==> config.mk <==
export PLATFORM = sky130hd
export DESIGN_NAME = sorted_priority_queue_flat
export DESIGN_NICKNAME = d
export VERILOG_FILES = /design/src/rtl/spq_pkg.sv /design/src/rtl/spq_if.sv /design/src/rtl/spq_cell.sv /design/src/rtl/sorted_priority_queue.sv /design/src/flat_wrapper.sv
export SDC_FILE = /design/constraint.sdc
export NUM_CORES = 2
export LEC_CHECK = 0
export ABC_AREA = 0
export BUFFER_PORTS_ARGS = -buffer_cell sky130_fd_sc_hd__buf_2
export CORE_ASPECT_RATIO = 2
export CORE_MARGIN = 5
export CORE_UTILIZATION = 30
export CTS_BUF_LIST = sky130_fd_sc_hd__clkbuf_4
export CTS_CLUSTER_SIZE = 14
export DETAILED_ROUTE_END_ITERATION = 16
export PLACE_DENSITY_LB_ADDON = 0.12
export SKIP_LAST_GASP = 1
export SLEW_MARGIN = 20
export SYNTH_ARGS = -nofsm -noshare
export SYNTH_HDL_FRONTEND = slang
export SYNTH_SLANG_ARGS = --single-unit
==> constraint.sdc <==
create_clock -name clk -period 5 [get_ports clk]
set_clock_uncertainty 0.1 [all_clocks]
set_input_delay 0.5 -clock clk [delete_from_list [all_inputs] [get_ports clk]]
set_output_delay 0.5 -clock clk [all_outputs]
set_load 0.03 [all_outputs]
==> src/rtl/spq_pkg.sv <==
// spq_pkg: constants, status codes and cell control types for the sorted priority queue
`timescale 1ns / 1ps

package spq_pkg;

  localparam int CAPACITY = 16;
  localparam int CNT_W    = $clog2(CAPACITY + 1);
  localparam int VAL_W    = 32;
  localparam int STAT_W   = 2;
  localparam int ECNT_W   = 5;

  typedef enum logic [0:0] {
    OP_INSERT = 1'b0,
    OP_REMOVE = 1'b1
  } op_t;

  typedef enum logic [STAT_W-1:0] {
    ST_DONE  = 2'd0,
    ST_EMPTY = 2'd1,
    ST_FULL  = 2'd2
  } status_t;

  // broadcast to every cell in the accepting cycle
  typedef struct packed {
    logic                    ins;
    logic                    rem;
    logic signed [VAL_W-1:0] value;
  } cell_ctrl_t;

endpackage

==> src/rtl/spq_if.sv <==
// spq_if: valid/ready channel interfaces for the queue's operation beats and result beats
`timescale 1ns / 1ps

interface spq_in_if;
  logic                            valid;
  logic                            ready;
  logic                            operation;
  logic signed [spq_pkg::VAL_W-1:0] value;

  modport source (output valid, output operation, output value, input ready);
  modport sink   (input valid, input operation, input value, output ready);
endinterface

interface spq_out_if;
  logic                              valid;
  logic                              ready;
  logic [spq_pkg::STAT_W-1:0]        status;
  logic signed [spq_pkg::VAL_W-1:0]  removed_value;
  logic                              now_empty;
  logic [spq_pkg::ECNT_W-1:0]        entry_count;

  modport source (output valid, output status, output removed_value, output now_empty,
                  output entry_count, input ready);
  modport sink   (input valid, input status, input removed_value, input now_empty,
                  input entry_count, output ready);
endinterface

==> src/rtl/spq_cell.sv <==
// spq_cell: one slot of the sorted shift array, compares against the new value and shifts
`timescale 1ns / 1ps

module spq_cell (
  input  logic                             clk,
  input  spq_pkg::cell_ctrl_t              ctrl,
  input  logic                             occupied,
  input  logic                             left_take,
  input  logic signed [spq_pkg::VAL_W-1:0] left_val,
  input  logic signed [spq_pkg::VAL_W-1:0] right_val,
  output logic                             take,
  output logic signed [spq_pkg::VAL_W-1:0] val
);

  logic signed [spq_pkg::VAL_W-1:0] val_r;
  logic signed [spq_pkg::VAL_W-1:0] val_nxt;

  // a held entry greater than the new value moves right; a free slot also takes
  assign take = !occupied || (val_r > ctrl.value);
  assign val  = val_r;

  always_comb begin
    val_nxt = val_r;
    if (ctrl.ins && take) begin
      val_nxt = left_take ? left_val : ctrl.value;
    end else if (ctrl.rem) begin
      val_nxt = right_val;
    end
  end

  always_ff @(posedge clk) begin
    val_r <= val_nxt;
  end

endmodule

==> src/rtl/sorted_priority_queue.sv <==
// sorted_priority_queue: bounded min-priority queue built from a chain of sorting cells
//
//   channel   dir  beat contents
//   in_chan   in   operation, value
//   out_chan  out  status, removed_value, now_empty, entry_count
//
// one beat per cycle while the output is not stalled: every cell compares and shifts in the
// cycle a beat is accepted, and the result sits in an output register the next cycle.
// a new beat is taken whenever the output register is empty or being drained.
// rst_n (synchronous, active low) clears the count and the output valid; cell contents
// stay as they are and are never read before being written.
// a stalled output holds its result and blocks further input beats.
`timescale 1ns / 1ps

module sorted_priority_queue (
  input  logic      clk,
  input  logic      rst_n,
  spq_in_if.sink    in_chan,
  spq_out_if.source out_chan
);

  localparam int N = spq_pkg::CAPACITY;

  logic [spq_pkg::CNT_W-1:0] count_r, count_nxt;
  logic                      out_valid_r;
  logic [spq_pkg::STAT_W-1:0]       status_r;
  logic signed [spq_pkg::VAL_W-1:0] removed_r;
  logic                             empty_r;
  logic [spq_pkg::ECNT_W-1:0]       ecnt_r;

  logic                      accept;
  logic                      is_full, is_empty;
  spq_pkg::status_t          status_nxt;
  spq_pkg::cell_ctrl_t       ctrl;

  logic                             take [N];
  logic signed [spq_pkg::VAL_W-1:0] cval [N];

  assign in_chan.ready = !out_valid_r || out_chan.ready;
  assign accept        = in_chan.valid && in_chan.ready;
  assign is_full       = (count_r == spq_pkg::CNT_W'(N));
  assign is_empty      = (count_r == '0);

  always_comb begin
    status_nxt = spq_pkg::ST_DONE;
    count_nxt  = count_r;
    ctrl.ins   = 1'b0;
    ctrl.rem   = 1'b0;
    ctrl.value = in_chan.value;
    if (in_chan.operation == spq_pkg::OP_INSERT) begin
      if (is_full) begin
        status_nxt = spq_pkg::ST_FULL;
      end else begin
        ctrl.ins  = accept;
        count_nxt = count_r + 1'b1;
      end
    end else begin
      if (is_empty) begin
        status_nxt = spq_pkg::ST_EMPTY;
      end else begin
        ctrl.rem  = accept;
        count_nxt = count_r - 1'b1;
      end
    end
  end

  for (genvar i = 0; i < N; i++) begin : g_cell
    logic                             occ;
    logic                             lt;
    logic signed [spq_pkg::VAL_W-1:0] lv;
    logic signed [spq_pkg::VAL_W-1:0] rv;

    assign occ = (count_r > spq_pkg::CNT_W'(i));
    if (i == 0) begin : g_head
      assign lt = 1'b0;
      assign lv = '0;
    end else begin : g_mid
      assign lt = take[i-1];
      assign lv = cval[i-1];
    end
    if (i == N - 1) begin : g_tail
      assign rv = '0;
    end else begin : g_body
      assign rv = cval[i+1];
    end

    spq_cell u_cell (
      .clk       (clk),
      .ctrl      (ctrl),
      .occupied  (occ),
      .left_take (lt),
      .left_val  (lv),
      .right_val (rv),
      .take      (take[i]),
      .val       (cval[i])
    );
  end

  always_ff @(posedge clk) begin
    if (!rst_n) begin
      count_r     <= '0;
      out_valid_r <= 1'b0;
    end else begin
      if (accept) begin
        count_r     <= count_nxt;
        out_valid_r <= 1'b1;
      end else if (out_chan.ready) begin
        out_valid_r <= 1'b0;
      end
    end
  end

  always_ff @(posedge clk) begin
    if (accept) begin
      status_r  <= status_nxt;
      removed_r <= (ctrl.rem) ? cval[0] : '0;
      empty_r   <= (count_nxt == '0);
      ecnt_r    <= spq_pkg::ECNT_W'(count_nxt);
    end
  end

  assign out_chan.valid         = out_valid_r;
  assign out_chan.status        = status_r;
  assign out_chan.removed_value = removed_r;
  assign out_chan.now_empty     = empty_r;
  assign out_chan.entry_count   = ecnt_r;

endmodule

==> src/flat_wrapper.sv <==
// flat-port wrapper written by rule: the top's interface ports become plain ports
module sorted_priority_queue_flat 
  (clk, rst_n, in_chan_valid, in_chan_operation, in_chan_value, in_chan_ready, out_chan_valid, out_chan_status, out_chan_removed_value, out_chan_now_empty, out_chan_entry_count, out_chan_ready);
  spq_in_if in_chan_i ();
  spq_out_if out_chan_i ();
  input  logic clk;
  input  logic rst_n;
  input wire logic [$bits(in_chan_i.valid)-1:0] in_chan_valid;
  input wire logic [$bits(in_chan_i.operation)-1:0] in_chan_operation;
  input wire logic [$bits(in_chan_i.value)-1:0] in_chan_value;
  output wire logic [$bits(in_chan_i.ready)-1:0] in_chan_ready;
  output wire logic [$bits(out_chan_i.valid)-1:0] out_chan_valid;
  output wire logic [$bits(out_chan_i.status)-1:0] out_chan_status;
  output wire logic [$bits(out_chan_i.removed_value)-1:0] out_chan_removed_value;
  output wire logic [$bits(out_chan_i.now_empty)-1:0] out_chan_now_empty;
  output wire logic [$bits(out_chan_i.entry_count)-1:0] out_chan_entry_count;
  input wire logic [$bits(out_chan_i.ready)-1:0] out_chan_ready;
  assign in_chan_i.valid = in_chan_valid;
  assign in_chan_i.operation = in_chan_operation;
  assign in_chan_i.value = in_chan_value;
  assign in_chan_ready = in_chan_i.ready;
  assign out_chan_valid = out_chan_i.valid;
  assign out_chan_status = out_chan_i.status;
  assign out_chan_removed_value = out_chan_i.removed_value;
  assign out_chan_now_empty = out_chan_i.now_empty;
  assign out_chan_entry_count = out_chan_i.entry_count;
  assign out_chan_i.ready = out_chan_ready;
  sorted_priority_queue u_core (.clk(clk), .rst_n(rst_n), .in_chan(in_chan_i), .out_chan(out_chan_i));
endmodule
## Yosys cells after proc, flatten, opt, wreduce, memory -nomap -nowiden

Cells that the tools add are included.

- Bitwise logic cells: 0
- Multiply operators: 0
- Divide/modulo/power cells: 0
- Muxes and demuxes: 59
- Shift operators: 0
- Reduce and logical (&&, ||, !) cells: 70
- Order comparisons: 32
- $add $sub $neg: 2
- Equality and inequality tests: 1

Operator list:

| cell | count |
|---|---|
| 32-bit 2-to-1 mux | 47 |
| 32-bit > comparator | 16 |
| 5-bit by 4-bit > comparator with 1-bit output (second input constant) | 8 |
| 2-bit nonzero test | 17 |
| 5-bit by 3-bit > comparator with 1-bit output (second input constant) | 4 |
| 1-bit logical AND | 17 |
| 1-bit zero test | 17 |
| 1-bit logical OR | 17 |
| 5-bit 2-to-1 mux | 3 |
| 5-bit by 1-bit > comparator with 1-bit output (second input constant) | 2 |
| 5-bit by 2-bit > comparator with 1-bit output (second input constant) | 2 |
| 5-bit zero test | 2 |
| 1-bit 2-to-1 mux | 7 |
| 5-bit by 1-bit adder with 5-bit output (second input constant) | 1 |
| 5-bit equality test (second input constant) | 1 |
| 5-bit by 1-bit subtractor with 5-bit output (second input constant) | 1 |
| 2-bit 2-to-1 mux | 2 |

- Memory bits (read-only): 0
- Latch bits: 0
- Bits in registers: 558
- Memory bits (writable): 0
- Memories: 0

## Longest topological paths before layout

- Word-level depth: 7
- Mapped depth: 12

## Cells and area by module

Synthesis repeated with hierarchy kept, for this count alone.

- Cells, all modules: 4398
- Area, all modules: 45045.7 µm²

By module, submodules not included:

| module | area each (µm²) | instances | cells each |
|---|---|---|---|
| spq_cell | 2676.3 | 16 | 263 |
| sorted_priority_queue | 2224.6 | 1 | 190 |

## Worst setup path before layout

OpenSTA, ideal clock, no wires.

- Path type: input to register
- From: input in_chan_value[31]
- To: register u_core.g_cell[3].u_cell.val_r (netlist bit u_core.g_cell[3].u_cell.val[0]) (enable)
- Path slack: -0.039 ns
- Buffers on the path: 1
- Arrival: 4.474 ns
- Required time: 4.434 ns
- Setup time: 0.466 ns
- Stages on the path: 9
- Cell sequence: inv_1 ha_1 and4_1 nand4_1 o211a_1 a21oi_1 nor3_4 buf_6 o21ai_0

- Word-level cells in the longest chain between the ends: 4

RTL lines:

| item | RTL line | text |
|---|---|---|
| start: declaration | flat_wrapper.sv:10 | `input wire logic [$bits(in_chan_i.value)-1:0] in_chan_value;` |
| 32-bit > comparator | spq_cell.sv:19 | `assign take = !occupied \|\| (val_r > ctrl.value);` |
| 1-bit logical OR | spq_cell.sv:19 |  |
| 1-bit logical AND | spq_cell.sv:24 | `if (ctrl.ins && take) begin` |
| 2-bit nonzero test (no source line) | -- |  |
| end signal: assignment | spq_cell.sv:32 | `val_r <= val_nxt;` |
| end: declaration | spq_cell.sv:15 | `logic signed [spq_pkg::VAL_W-1:0] val_r;` |

Every way passes these cells.
A chain may end at the register's enable or synchronous reset.

## Final worst setup path

- From: register u_core.count_r[0] (netlist name)
- To: register u_core.g_cell[2].u_cell.val_r (netlist bit u_core.g_cell[2].u_cell.val[9]) (enable)

- Word-level cells in the longest chain between the ends: 5

RTL lines:

| item | RTL line | text |
|---|---|---|
| start: declaration | sorted_priority_queue.sv:24 | `logic [spq_pkg::CNT_W-1:0] count_r, count_nxt;` |
| start signal: assignment | sorted_priority_queue.sv:105 | `count_r <= count_nxt;` |
| 5-bit by 2-bit > comparator with 1-bit output or 5-bit equality test (tied branches) | sorted_priority_queue.sv:73, sorted_priority_queue.sv:41 |  |
| 1-bit zero test or 1-bit 2-to-1 mux (tied branches) | spq_cell.sv:19, sorted_priority_queue.sv:51 |  |
| 1-bit logical OR or 1-bit 2-to-1 mux (tied branches) | spq_cell.sv:19, sorted_priority_queue.sv:50 |  |
| 1-bit logical AND | spq_cell.sv:24 |  |
| 2-bit nonzero test (no source line) (*) | -- |  |
| end signal: assignment | spq_cell.sv:32 |  |
| end: declaration | spq_cell.sv:15 |  |

Every way passes the cells marked *; elsewhere a longest branch is shown, timed or not.

==> results.cfg <==
[clocking]
cts_sinks = 558
path_clk_slew_ns = 0.07
cts_made_buffers = 160
h-tree-depth = 4
cts_tree = done
clk_latency_ns = 1.11
cts_root_buf = clkbuf_4
cts_hold_buf = 30
cts_setup_buffers = 0
clock_path_buffers = 4
cts-resized-gates = 0

[global_routing]
antenna_found_initial = 2
grt_use_total_pct = 20.52
grt_pass1_wl_microns = 221300
grt_pass1_vias = 34004
grt_overflow = 0
grt_max_degree = 65

[synth]
synth_edf_count = 552
ys_ff_latch = 558
yosys_most_used_dff = edfxtp_1
synthArstFlopShare_pct = 0
synthesis.nets = 4301
synth_cell_types = 72
syn_area_sq_mm = 0.04030
syn_area_per_cell_sq_um = 10.75
yosysWarnings = 0
netlist_instances = 3747
seq_area_frac_synth_pct = 41.43

[pwr]
power_per_cell_area_mw_per_mm2 = 345.9
p_leak_uw = 0.01790
ir_drop_uv = 120.6

[route]
wire_per_inst_microns = 26.00
vias_per_cell = 5.468
routed_wl_microns = 151400
ant_nets = 0
drtPass1Iterations = 5
drt_iter0_drc = 1741
drc = 0
vias = 31842

[timing]
min_period_ns = 4.023
setup_ws_ns = 0.9772
rsz0062_at_grt = no
slew_violations = 0
period_share_pct = 80.46
fmax_ghz = 0.2486
setup_viol = 0
slew_headroom_pct = 33.91
worstMarginPinSlew_ns = 0.9879
hold_viol_final = 0
fin_setup_tns_ns = 0

[min_path]
hold_start = in_chan_value[27]
hold_path_class = input pin to register

[outcome]
status = finished, final reports clean

[floorplanning]
rows = 190
die-area_sq_mm = 0.1422
core_area_sq_mm = 0.1338
io_pins = 79
dieHeight_microns = 528.3
die_x_microns = 269.2
start_util_pct = 30.11

[worst_setup_path]
worst_setup_path_end_kind = register
startpoint = u_core.count_r[0]
critPathArrivalTime_ns = 4.60
worstReg2RegStart = u_core.count_r[0]
crit_type = register to register
worstPathRequired_ns = 5.58
path_max_fanout = 32
critPathLaunchType = register

[place]
place_hpwl_microns = 115900
finalWeightedCongestion = 0.8383
portBuffers = 78
place_worst_setup_slack_ns = 0.6506
placed_cells = 5515

[final_layout]
area_growth_pct = 13.66
finalNonFillerCells = 5823
finalNetCount = 4533
layout_commonest_cell = edfxtp_1
utilization_pct = 34.22
final_cell_mix = edfxtp_1, ha_1, nand2_1
layout-drive-gt1-share_pct = 17.70

[job]
cap_viol_max_count = 0
==> per-layer routing <==
| metal | global-route usage, % | share of wire, % |
|---|---|---|
| met5 | 0 | 0 |
| met2 | 42.61 | 58 |
| met1 | 20.30 | 35 |
| met4 | 8.599 | 4.4 |
| met3 | 2.073 | 2.7 |
==> critical path: stages (launching register included) <==
cell and delay [ns]:
dfxtp_1 0.63, inv_1 0.29, ha_1 0.34, nor3b_1 0.23
nand2_1 0.22, nor3b_2 0.69, and2_2 0.54, nand2b_1 0.16
buf_4 0.41
==> Yosys cell counts (34+ instances only) <==
master,instances,area [sq um]
a21oi_1,274,1371
and2_1,34,212.7
buf_2,62,310.3
clkbuf_1,102,382.9
edfxtp_1,552,16580
ha_1,517,6469
inv_1,68,255.2
mux2_2,158,1779
mux2i_1,356,3563
nand2_1,427,1603
nand3_1,105,525.5
nand4_1,123,769.5
nor2_1,82,307.8
o211ai_1,92,690.7
o21ai_0,242,1211
o21ai_1,136,680.7
==> metrics by stage <==
step / total power [uW] / area, sq um / hold WS, ns
3_3_place_gp: 11360 / 43540 / 0.4137
5_1_grt: 16760 / 45800 / 0.06520
2_1_floorplan: 9674 / 40300 / 0.4437
6_report: 15840 / 45800 / 0.08147
4_1_cts: 16080 / 45790 / 0.001587
3_5_place_dp: 11430 / 43540 / 0.4356
==> cells by family (layout without fill, tap and decap cells) <==
logic type	after synthesis	in the layout	synth area share [%]
AO/OA/AOI/OAI	939	939	13.89
other	0	5	0
AND/OR/NAND/NOR	901	901	10.86
buffers and inverters	285	628	3.341
flip-flops	558	558	41.43
adder cells (fa/ha/maj)	517	517	16.05
multiplexers	544	544	14.36
XOR/XNOR	3	3	0.06522
==> power breakdown <==
part           internal [uW]  switching [uW]
clock                   2210            2310
combinational           1810            2770
sequential              6060             679
total                  10100            5760
==> state kept, by name, indices dropped and copies added (netlist names) <==
register / cells
u_core.count_r: 5
u_core.g_cell.u_cell.val: 512
u_core.out_chan.entry_count: 5
u_core.out_chan.now_empty: 1
u_core.out_chan.removed_value: 32
u_core.out_chan.status: 2
u_core.out_chan.valid: 1
==> worst paths after layout <==
| path | cells after the start | slack, ns | to |
|---|---|---|---|
| worst max-delay path | 8 | 0.98 | u_core.g_cell[2].u_cell.val[9] |
| worst min-delay path | 4 | 0.08 | u_core.g_cell[15].u_cell.val[27] |
| worst max register to register | 8 | 0.98 | u_core.g_cell[2].u_cell.val[9] |
| worst min register to register | 1 | 0.48 | u_core.out_chan.removed_value[30] |
==> area by class of cell <==
cell class,count,area (sq um)
Fill cell,13618,88040
Multi-Input combinational cell,2904,22460
Sequential cell,558,16700
Tap cell,1728,2162
Timing Repair Buffer,284,2250
Inverter,71,266.5
Clock inverter,43,221.5
Antenna cell,5,12.51
Clock buffer,230,1727
No activity file was read; power rests on OpenSTA's default activity.
